$ cat src/sv/upd_pkg.sv
package upd_pkg;

   // escape phase codes
   typedef logic [1:0] phase_type;
   localparam phase_type PHASE_PLAIN = 2'd0;
   localparam phase_type PHASE_HIGH  = 2'd1;
   localparam phase_type PHASE_LOW   = 2'd2;

   localparam logic [7:0] CH_PLUS    = 8'h2B;
   localparam logic [7:0] CH_PERCENT = 8'h25;
   localparam logic [7:0] CH_SPACE   = 8'h20;
   localparam logic [4:0] DIGIT_G    = 5'd16;

   typedef struct packed {
      phase_type  phase;
      logic [4:0] high_digit;
   } upd_state_type;

   typedef struct packed {
      logic [7:0] out_byte;
      logic       out_valid;
      logic       truncated;
      logic       out_last;
   } upd_result_type;

   // hex digit value, g/G gives 16, anything else 0
   function automatic logic [4:0] digit_value(input logic [7:0] c);
      logic [7:0] lc;
      lc = c;
      if (c >= 8'h41 && c <= 8'h5A) begin
         lc = c + 8'h20;
      end
      if (c >= 8'h30 && c <= 8'h39) begin
         return {1'b0, c[3:0]};
      end else if (lc >= 8'h61 && lc <= 8'h66) begin
         return 5'(lc - 8'h61 + 8'd10);
      end else if (lc == 8'h67) begin
         return DIGIT_G;
      end else begin
         return 5'd0;
      end
   endfunction

endpackage

$ cat src/sv/upd_step.sv
module upd_step
   import upd_pkg::*;
(
   input  upd_state_type  cur_state,
   input  logic [7:0]     in_byte,
   input  logic           in_last,
   output upd_state_type  next_state,
   output upd_result_type result
);

   logic [4:0] digit;
   logic [7:0] esc_value;
   upd_state_type  st;
   upd_result_type res;

   assign digit     = digit_value(in_byte);
   // high*16 + low kept to 8 bits
   assign esc_value = {cur_state.high_digit[3:0], 4'b0000} + {3'b000, digit};

   always_comb begin
      st  = cur_state;
      res = '0;
      res.out_last = in_last;
      case (cur_state.phase)
         PHASE_HIGH: begin
            st.high_digit = digit;
            st.phase      = PHASE_LOW;
         end
         PHASE_LOW: begin
            res.out_byte  = esc_value;
            res.out_valid = (esc_value != 8'd0);
            st.phase      = PHASE_PLAIN;
            st.high_digit = 5'd0;
         end
         default: begin
            st.phase = PHASE_PLAIN;
            if (in_byte == CH_PLUS) begin
               res.out_byte  = CH_SPACE;
               res.out_valid = 1'b1;
            end else if (in_byte == CH_PERCENT) begin
               st.phase      = PHASE_HIGH;
               st.high_digit = 5'd0;
            end else begin
               res.out_byte  = in_byte;
               res.out_valid = 1'b1;
            end
         end
      endcase
      // string end inside an open escape
      if (in_last) begin
         if (st.phase != PHASE_PLAIN) begin
            res.truncated = 1'b1;
            res.out_valid = 1'b0;
            res.out_byte  = 8'd0;
         end
         st.phase      = PHASE_PLAIN;
         st.high_digit = 5'd0;
      end
      next_state = st;
      result     = res;
   end

endmodule

$ cat src/sv/url_percent_decoder_unit.sv
// an accepted req word is decoded combinationally and its rsp word is registered in the result register
// throughput: one word per cycle when rsp does not stall, set by the single escape-state register update
// req_ready stays high while the result register is empty or being drained
// reset: synchronous active high, clears the escape state and the result valid;
// payload registers are not reset
module url_percent_decoder_unit
   import upd_pkg::*;
(
   input  logic       clock,
   input  logic       reset,
   input  logic       req_valid,
   output logic       req_ready,
   input  logic [7:0] req_in_byte,
   input  logic       req_in_last,
   output logic       rsp_valid,
   input  logic       rsp_ready,
   output logic [7:0] rsp_out_byte,
   output logic       rsp_out_valid,
   output logic       rsp_truncated,
   output logic       rsp_out_last
);

   // escape state carried between words
   upd_state_type  state_ff;
   upd_state_type  state_in;
   // result register, parts the two channels
   upd_result_type result_ff;
   upd_result_type result_in;
   logic           rsp_valid_ff;
   logic           req_accept;

   // accept whenever the result slot is free or is being taken this cycle
   assign req_ready  = !rsp_valid_ff || rsp_ready;
   assign req_accept = req_valid && req_ready;

   // per-word decode and phase update
   upd_step u_step (
      .cur_state  (state_ff),
      .in_byte    (req_in_byte),
      .in_last    (req_in_last),
      .next_state (state_in),
      .result     (result_in)
   );

   always_ff @(posedge clock) begin
      if (reset) begin
         state_ff     <= '0;
         rsp_valid_ff <= 1'b0;
      end else begin
         if (req_accept) begin
            state_ff     <= state_in;
            rsp_valid_ff <= 1'b1;
         end else if (rsp_ready) begin
            rsp_valid_ff <= 1'b0;
         end
      end
   end

   // payload only, no reset needed
   always_ff @(posedge clock) begin
      if (req_accept) begin
         result_ff <= result_in;
      end
   end

   assign rsp_valid     = rsp_valid_ff;
   assign rsp_out_byte  = result_ff.out_byte;
   assign rsp_out_valid = result_ff.out_valid;
   assign rsp_truncated = result_ff.truncated;
   assign rsp_out_last  = result_ff.out_last;

   // a final word always closes any open escape
   a_last_closes: assert property (@(posedge clock) disable iff (reset)
      (req_accept && req_in_last) |=> (state_ff.phase == PHASE_PLAIN
                                       && state_ff.high_digit == 5'd0))
      else $error("escape state not cleared after final word");

   // unused phase code never reached
   a_phase_legal: assert property (@(posedge clock) disable iff (reset)
      state_ff.phase != 2'd3)
      else $error("escape phase holds unused code");

   // truncation only on a final word, and never with a decoded byte
   a_trunc_shape: assert property (@(posedge clock) disable iff (reset)
      (rsp_valid && rsp_truncated) |-> (rsp_out_last && !rsp_out_valid))
      else $error("truncated result malformed");

   // no decoded byte means a zero byte field
   a_byte_zero: assert property (@(posedge clock) disable iff (reset)
      (rsp_valid && !rsp_out_valid) |-> (rsp_out_byte == 8'd0))
      else $error("byte field nonzero without a decoded byte");

endmodule

$ cat config.mk
export PLATFORM = sky130hd
export DESIGN_NAME = url_percent_decoder_unit
export DESIGN_NICKNAME = d
export VERILOG_FILES = /design/src/sv/upd_pkg.sv /design/src/sv/upd_step.sv /design/src/sv/url_percent_decoder_unit.sv
export SDC_FILE = /design/constraint.sdc
export NUM_CORES = 1
export LEC_CHECK = 0
export BUFFER_PORTS_ARGS = -buffer_cell sky130_fd_sc_hd__buf_2
export CAP_MARGIN = 10
export CORE_ASPECT_RATIO = 1.2
export CORE_UTILIZATION = 35
export CTS_CLUSTER_SIZE = 8
export DETAILED_ROUTE_END_ITERATION = 10
export PLACE_DENSITY = 0.56
export SKIP_CTS_REPAIR_TIMING = 1
export SLEW_MARGIN = 20
export SYNTH_ARGS = -nofsm -noshare
export SYNTH_HDL_FRONTEND = slang
export SYNTH_HIERARCHICAL = 1
export SYNTH_SLANG_ARGS = --single-unit
$ cat constraint.sdc
create_clock -name clock -period 3 [get_ports clock]
set_input_delay 0.3 -clock clock [delete_from_list [all_inputs] [get_ports clock]]
set_output_delay 0.3 -clock clock [all_outputs]
set_load 0.01 [all_outputs]
==> results of run 1 <==
-- worst max path at each step --
stage | startpoint | endpoint | slack (ps) | cells after the start
after global placement | req_in_byte[1] | rsp_out_valid | 180 | 12
after CTS | req_in_byte[1] | rsp_out_valid | 380 | 12
final | req_in_byte[1] | rsp_out_valid | 360 | 12
after detailed placement | req_in_byte[1] | rsp_out_valid | 110 | 12
after floorplan | req_in_byte[1] | rsp_out_valid | 480 | 11
after global routing | req_in_byte[1] | rsp_out_valid | 100 | 14
-- flip-flops by register name, summed over array words and instances, names as in the netlist --
name           count
rsp_out_byte       8
rsp_out_last       1
rsp_out_valid      1
rsp_truncated      1
rsp_valid          1
state_ff           6
-- power groups by stage --
| stage | registers [uW] | clock network [uW] | logic, uW |
|---|---|---|---|
| floorplan | 286 | 0 | 66.2 |
| global placement | 280 | 0 | 98.4 |
| detailed placement | 281 | 0 | 99.5 |
| CTS | 275 | 196 | 99.8 |
| global route | 276 | 206 | 111 |
| finish | 275 | 191 | 100 |
-- metal layers --
layer	track usage	wire length, um
met1	0.2189	1387
met2	0.2754	1733
met3	0.01773	152
met4	0.08395	54
met5	0	0
-- through the flow --
stage | power, uW | instances | setup WS (ps)
final | 566.2 | 235 | 357.5
after global routing | 593.1 | 235 | 104.9
after CTS | 570.9 | 235 | 378.8
after detailed placement | 380.0 | 231 | 111.3
after global placement | 378.5 | 231 | 183.8
after floorplan | 352.2 | 162 | 477.4
-- cells in the final DEF (no fill, tap or decap), types with 2 or more instances in the layout --
master,n
xnor2_1,2
nor4_1,2
edfxtp_1,11
nand3_1,11
buf_2,25
o21ai_2,2
ha_1,10
a22oi_1,3
a41oi_1,3
nor3_1,2
o22ai_1,2
clkbuf_8,4
nand2b_1,3
or3_1,2
nand2_1,16
nor2_1,10
and3_1,2
a31oi_1,3
o211ai_1,2
dfxtp_1,7
a21oi_1,9
a21bo_1,6
xor2_1,2
o21ai_0,4
a21oi_2,6
inv_1,7
nor2b_1,5
buf_4,2
-- critical path, cell delays in order --
cell       delay [ps]
buf_2             130
inv_1             160
ha_1              220
nor3b_4           220
a21boi_2          100
a2111oi_4         390
nand3_1           110
a21oi_1           140
ha_1              190
ha_1              250
nor4_1            300
a221oi_1          110
-- area by class of cell --
| cell class | instances | area (um2) | share of cell area |
|---|---|---|---|
| inverter | 7 | 26.28 | 0.01597 |
| clock buffer | 4 | 55.05 | 0.03346 |
| sequential | 18 | 470.5 | 0.2859 |
| timing repair buffer | 27 | 140.1 | 0.08517 |
| multi-input combinational | 125 | 885.9 | 0.5384 |
| tap | 54 | 67.56 | 0.04106 |
==> impl_metrics.toml, run 1 <==
[status]
status = "complete, no violations"

[pwr]
p_switching_uw = 141.2
seqPwrFrac = 0.485
power.density_mw_per_mm2 = 344.1
ir_drop_uv = 125.4
sw_frac_of_total = 0.2494
leakagePower_uw = 0.0006302
p_int_uw = 425.0
p_comb_frac = 0.177
clock_power_share = 0.337

[setup_path]
path_max_fanout = 6
r2r_setup_slack_ps = 970
end_kind = "flop"
cp_data_arrival_time_ps = 2610
critical_path_class = "in -> reg"
reg2reg_depth = 6
timing.rr.start = "state_ff[5]"
critPathRequiredTime_ps = 2970
critPathLaunchType = "input pin"
reg2reg_to = "rsp_out_byte[3]"

[synth]
netlist_instances = 162
syn_avg_cell_area_um2 = 9.129
syn_nets = 185
netlist_area_mm2 = 0.001479
yosys_warnings = 6

[grt]
grt_pass1_vias = 1196
grt_pass1_wl_mm = 5.658
track_usage = 0.1692
grt.overflow.total = 0
antenna_found_initial = 0
grt_max_degree = 16

[sta]
whs_ps = 327.6
period_needed_ps = 2643
drv_slew = 0
setup_violations = 0
hold_viol = 0
relSlewSlack = 0.6367
fmax_mhz = 378.4
worstMarginPinSlew_ps = 543.8
setup-tns-final_ps = 0
rsz0062_at_grt = "no"
fin_skew_ps = 5.213
period_share = 0.8808

[finish]
num_antenna_cells = 0
fin_nets = 205
area_growth_pct = 11.25
final_cell_area_mm2 = 0.001645
nFillCells = 433
fin_util = 0.4109
drive_gt1_frac = 0.2541

[clocking]
cts_root_buf = "clkbuf_8"
cts_tree = "done"
cts_made_buffers = 3
insertion_delay_ps = 250
h-tree-depth = 1
cts_buffer_depth = 2
cts_sinks = 18
clk_pin_slew_ps = 70

[flow_run]
maxCapViolCount = 0

[worst_hold_path]
hold_start = "reset"
hold-path-cell-count = 2
hold_path.class = "in -> reg"
hold_end = "state_ff[5]"

[drt]
drtIter0Drc = 49
ant_nets = 0
routed_wl_mm = 3.327
drt-wirelength-per-cell_um = 14.16
drc = 0
vias_per_cell = 5.396
first_pass_iters = 4
dr_total_vias = 1268

[placement]
io_buffer_count = 25
post-dp-hpwl_mm = 2.590
gp_congestion = 0.9611
placed_area_mm2 = 0.001590

[floorplan]
die_w_um = 61.34
core_area_mm2 = 0.004004
dieHeight_um = 73.21
fp.dieArea_mm2 = 0.004490
ios = 26
rows = 25
initial_core_util = 0.3694
Power figures use the tool's default switching activity.
==> run 2: changes to the inputs <==
Settings changed: GPL_TIMING_DRIVEN set to 0.
==> run 2 against run 1 <==
  * Sequential power about the same
  * Clock skew increased by 2.3 ps
  * Die area unchanged
  * Highest routed layer unchanged
==> impl_metrics.toml, run 2 (same netlist as run 1, synthesis figures left out) <==
[setup_path]
timing.rr.start = "state_ff[5]"
critical_path_class = "in -> reg"
critPathRequiredTime_ps = 2970
cp-startpoint = "req_in_byte[1]"
crit_chain = "buf_2 -> inv_1 -> ha_2 -> nor3b_4 -> a21boi_2 -> a2111oi_4 -> nand3_1 -> a21oi_1 -> ha_1 -> ha_1 -> nor4_2 -> a221oi_1"
r2r_setup_slack_ps = 880
cp_data_arrival_time_ps = 2720
end_kind = "flop"
cp_slowest_stage_delay_ps = 420
crit_top_cell = "ha_1"
slowest_stage = "a2111oi_4"
reg2reg_depth = 7
setup.worst_path.end = "rsp_out_valid"
reg2reg_to = "rsp_out_byte[2]"
path_max_fanout = 6
critPathLaunchType = "input pin"

[grt]
grt_max_degree = 12
antenna_found_initial = 0
grt.overflow.total = 0
track_usage = 0.1770
grt_pass1_vias = 1288
grt_pass1_wl_mm = 5.940

[finish]
final_common_cell = "buf_2"
final_cell_mix = "buf_2 (21), nand2_1 (16), nand3_1 (11), edfxtp_1 (11), nor2_1 (10)"
fin_nets = 210
final_cell_area_mm2 = 0.001710
area_growth_pct = 15.65
largest_register_ffs = 8
nFillCells = 429
drive_gt1_frac = 0.2742
num_antenna_cells = 0

[clocking]
cts_root_buf = "clkbuf_8"
insertion_delay_ps = 250
h-tree-depth = 1
clk_pin_slew_ps = 70
cts_sinks = 18
cts_tree = "done"
cts_buffer_depth = 2
cts_made_buffers = 3

[drt]
dr_total_vias = 1307
drc = 0
drt-wirelength-per-cell_um = 14.82
wl_met2_mm = 1.813
first_pass_iters = 4
routed.top_layer = "met4"
vias_per_cell = 5.446
met1Wirelength_mm = 1.579
routed_wl_mm = 3.557
ant_nets = 0
drtIter0Drc = 56
route.met3.wl_um = 125

[floorplan]
fp.dieArea_mm2 = 0.004490
dieHeight_um = 73.21
ios = 26
initial_core_util = 0.3694
die_w_um = 61.34
core_area_mm2 = 0.004004
rows = 25

[sta]
setup-tns-final_ps = 0
hold_viol = 0
setup_violations = 0
fin_skew_ps = 7.556
period_share = 0.9190
relSlewSlack = 0.6529
worstMarginPinSlew_ps = 519.5
rsz0062_at_grt = "no"
fmax_mhz = 362.7
period_needed_ps = 2757
drv_slew = 0

[worst_hold_path]
hold_path.class = "in -> reg"
hold_start = "req_valid"

[pwr]
leakagePower_uw = 0.0006510
ir_drop_uv = 152.3
power.density_mw_per_mm2 = 339.0

[placement]
post-dp-hpwl_mm = 2.713
placed_area_mm2 = 0.001647
io_buffer_count = 20
gp_congestion = 0.8729

[flow_run]
maxCapViolCount = 0

[status]
status = "complete, no violations"
==> run 2: cell count changes in the layout (fill, tap and decap cells not counted), sizes merged <==
cell,before,now
buf,27,28
clkbuf,4,8
==> run 2: worst min-delay path by stage <==
stage / to / slack, ps / cells after the start
detailed placement: state_ff[5] / 600 / 2
CTS: state_ff[5] / 350 / 3
global route: state_ff[3] / 350 / 3
floorplan: rsp_out_last / 480 / 1
finish: state_ff[5] / 360 / 3
global placement: state_ff[6] / 600 / 2
==> run 2: worst max-delay path, delay by kind of cell <==
family          cells  cell delay, ps
simple gates        3             680
compound gates      4             790
fa+ha+maj           3             690
buf+inv             2             280
==> run 2: metal layers <==
| layer | vias up | GRT usage |
|---|---|---|
| met5 | - | 0 |
| met4 | 0 | 0.05185 |
| met1 | 618 | 0.2178 |
| met3 | 4 | 0.01596 |
| li1 | 638 | - |
| met2 | 47 | 0.3188 |
==> run 2: report_power, final <==
group / internal [uW] / leakage (uW) / total (uW) / switching (uW)
sequential: 273 / 0.000161 / 275 / 2.24
combinational: 42.2 / 0.000462 / 110 / 67.5
clock: 116 / 0.0000288 / 195 / 78.9
==> run 2: through the flow <==
stage          std cells  worst slack (ps)  hold slack [ps]  total power, uW    util
5_1_grt              240             43.08            351.0            611.2  0.4272
3_3_place_gp         236            -39.80            597.6            386.0  0.4113
6_report             240             243.0            355.1            579.9  0.4272
3_5_place_dp         236            -37.77            599.7            388.7  0.4113
2_1_floorplan        162             477.4            477.6            352.2       -
4_1_cts              240             193.9            348.2            584.5  0.4250
==> run 2: layout make-up <==
class / count / area (um2) / share of cell area
inverters: 7 / 26.28 / 0.01536
repair buffers: 20 / 100.1 / 0.05852
multi-input cells: 125 / 894.6 / 0.5230
clock buffers: 4 / 55.05 / 0.03219
flip-flops and latches: 18 / 470.5 / 0.2751
plain buffers: 12 / 96.34 / 0.05633
well taps: 54 / 67.56 / 0.03950
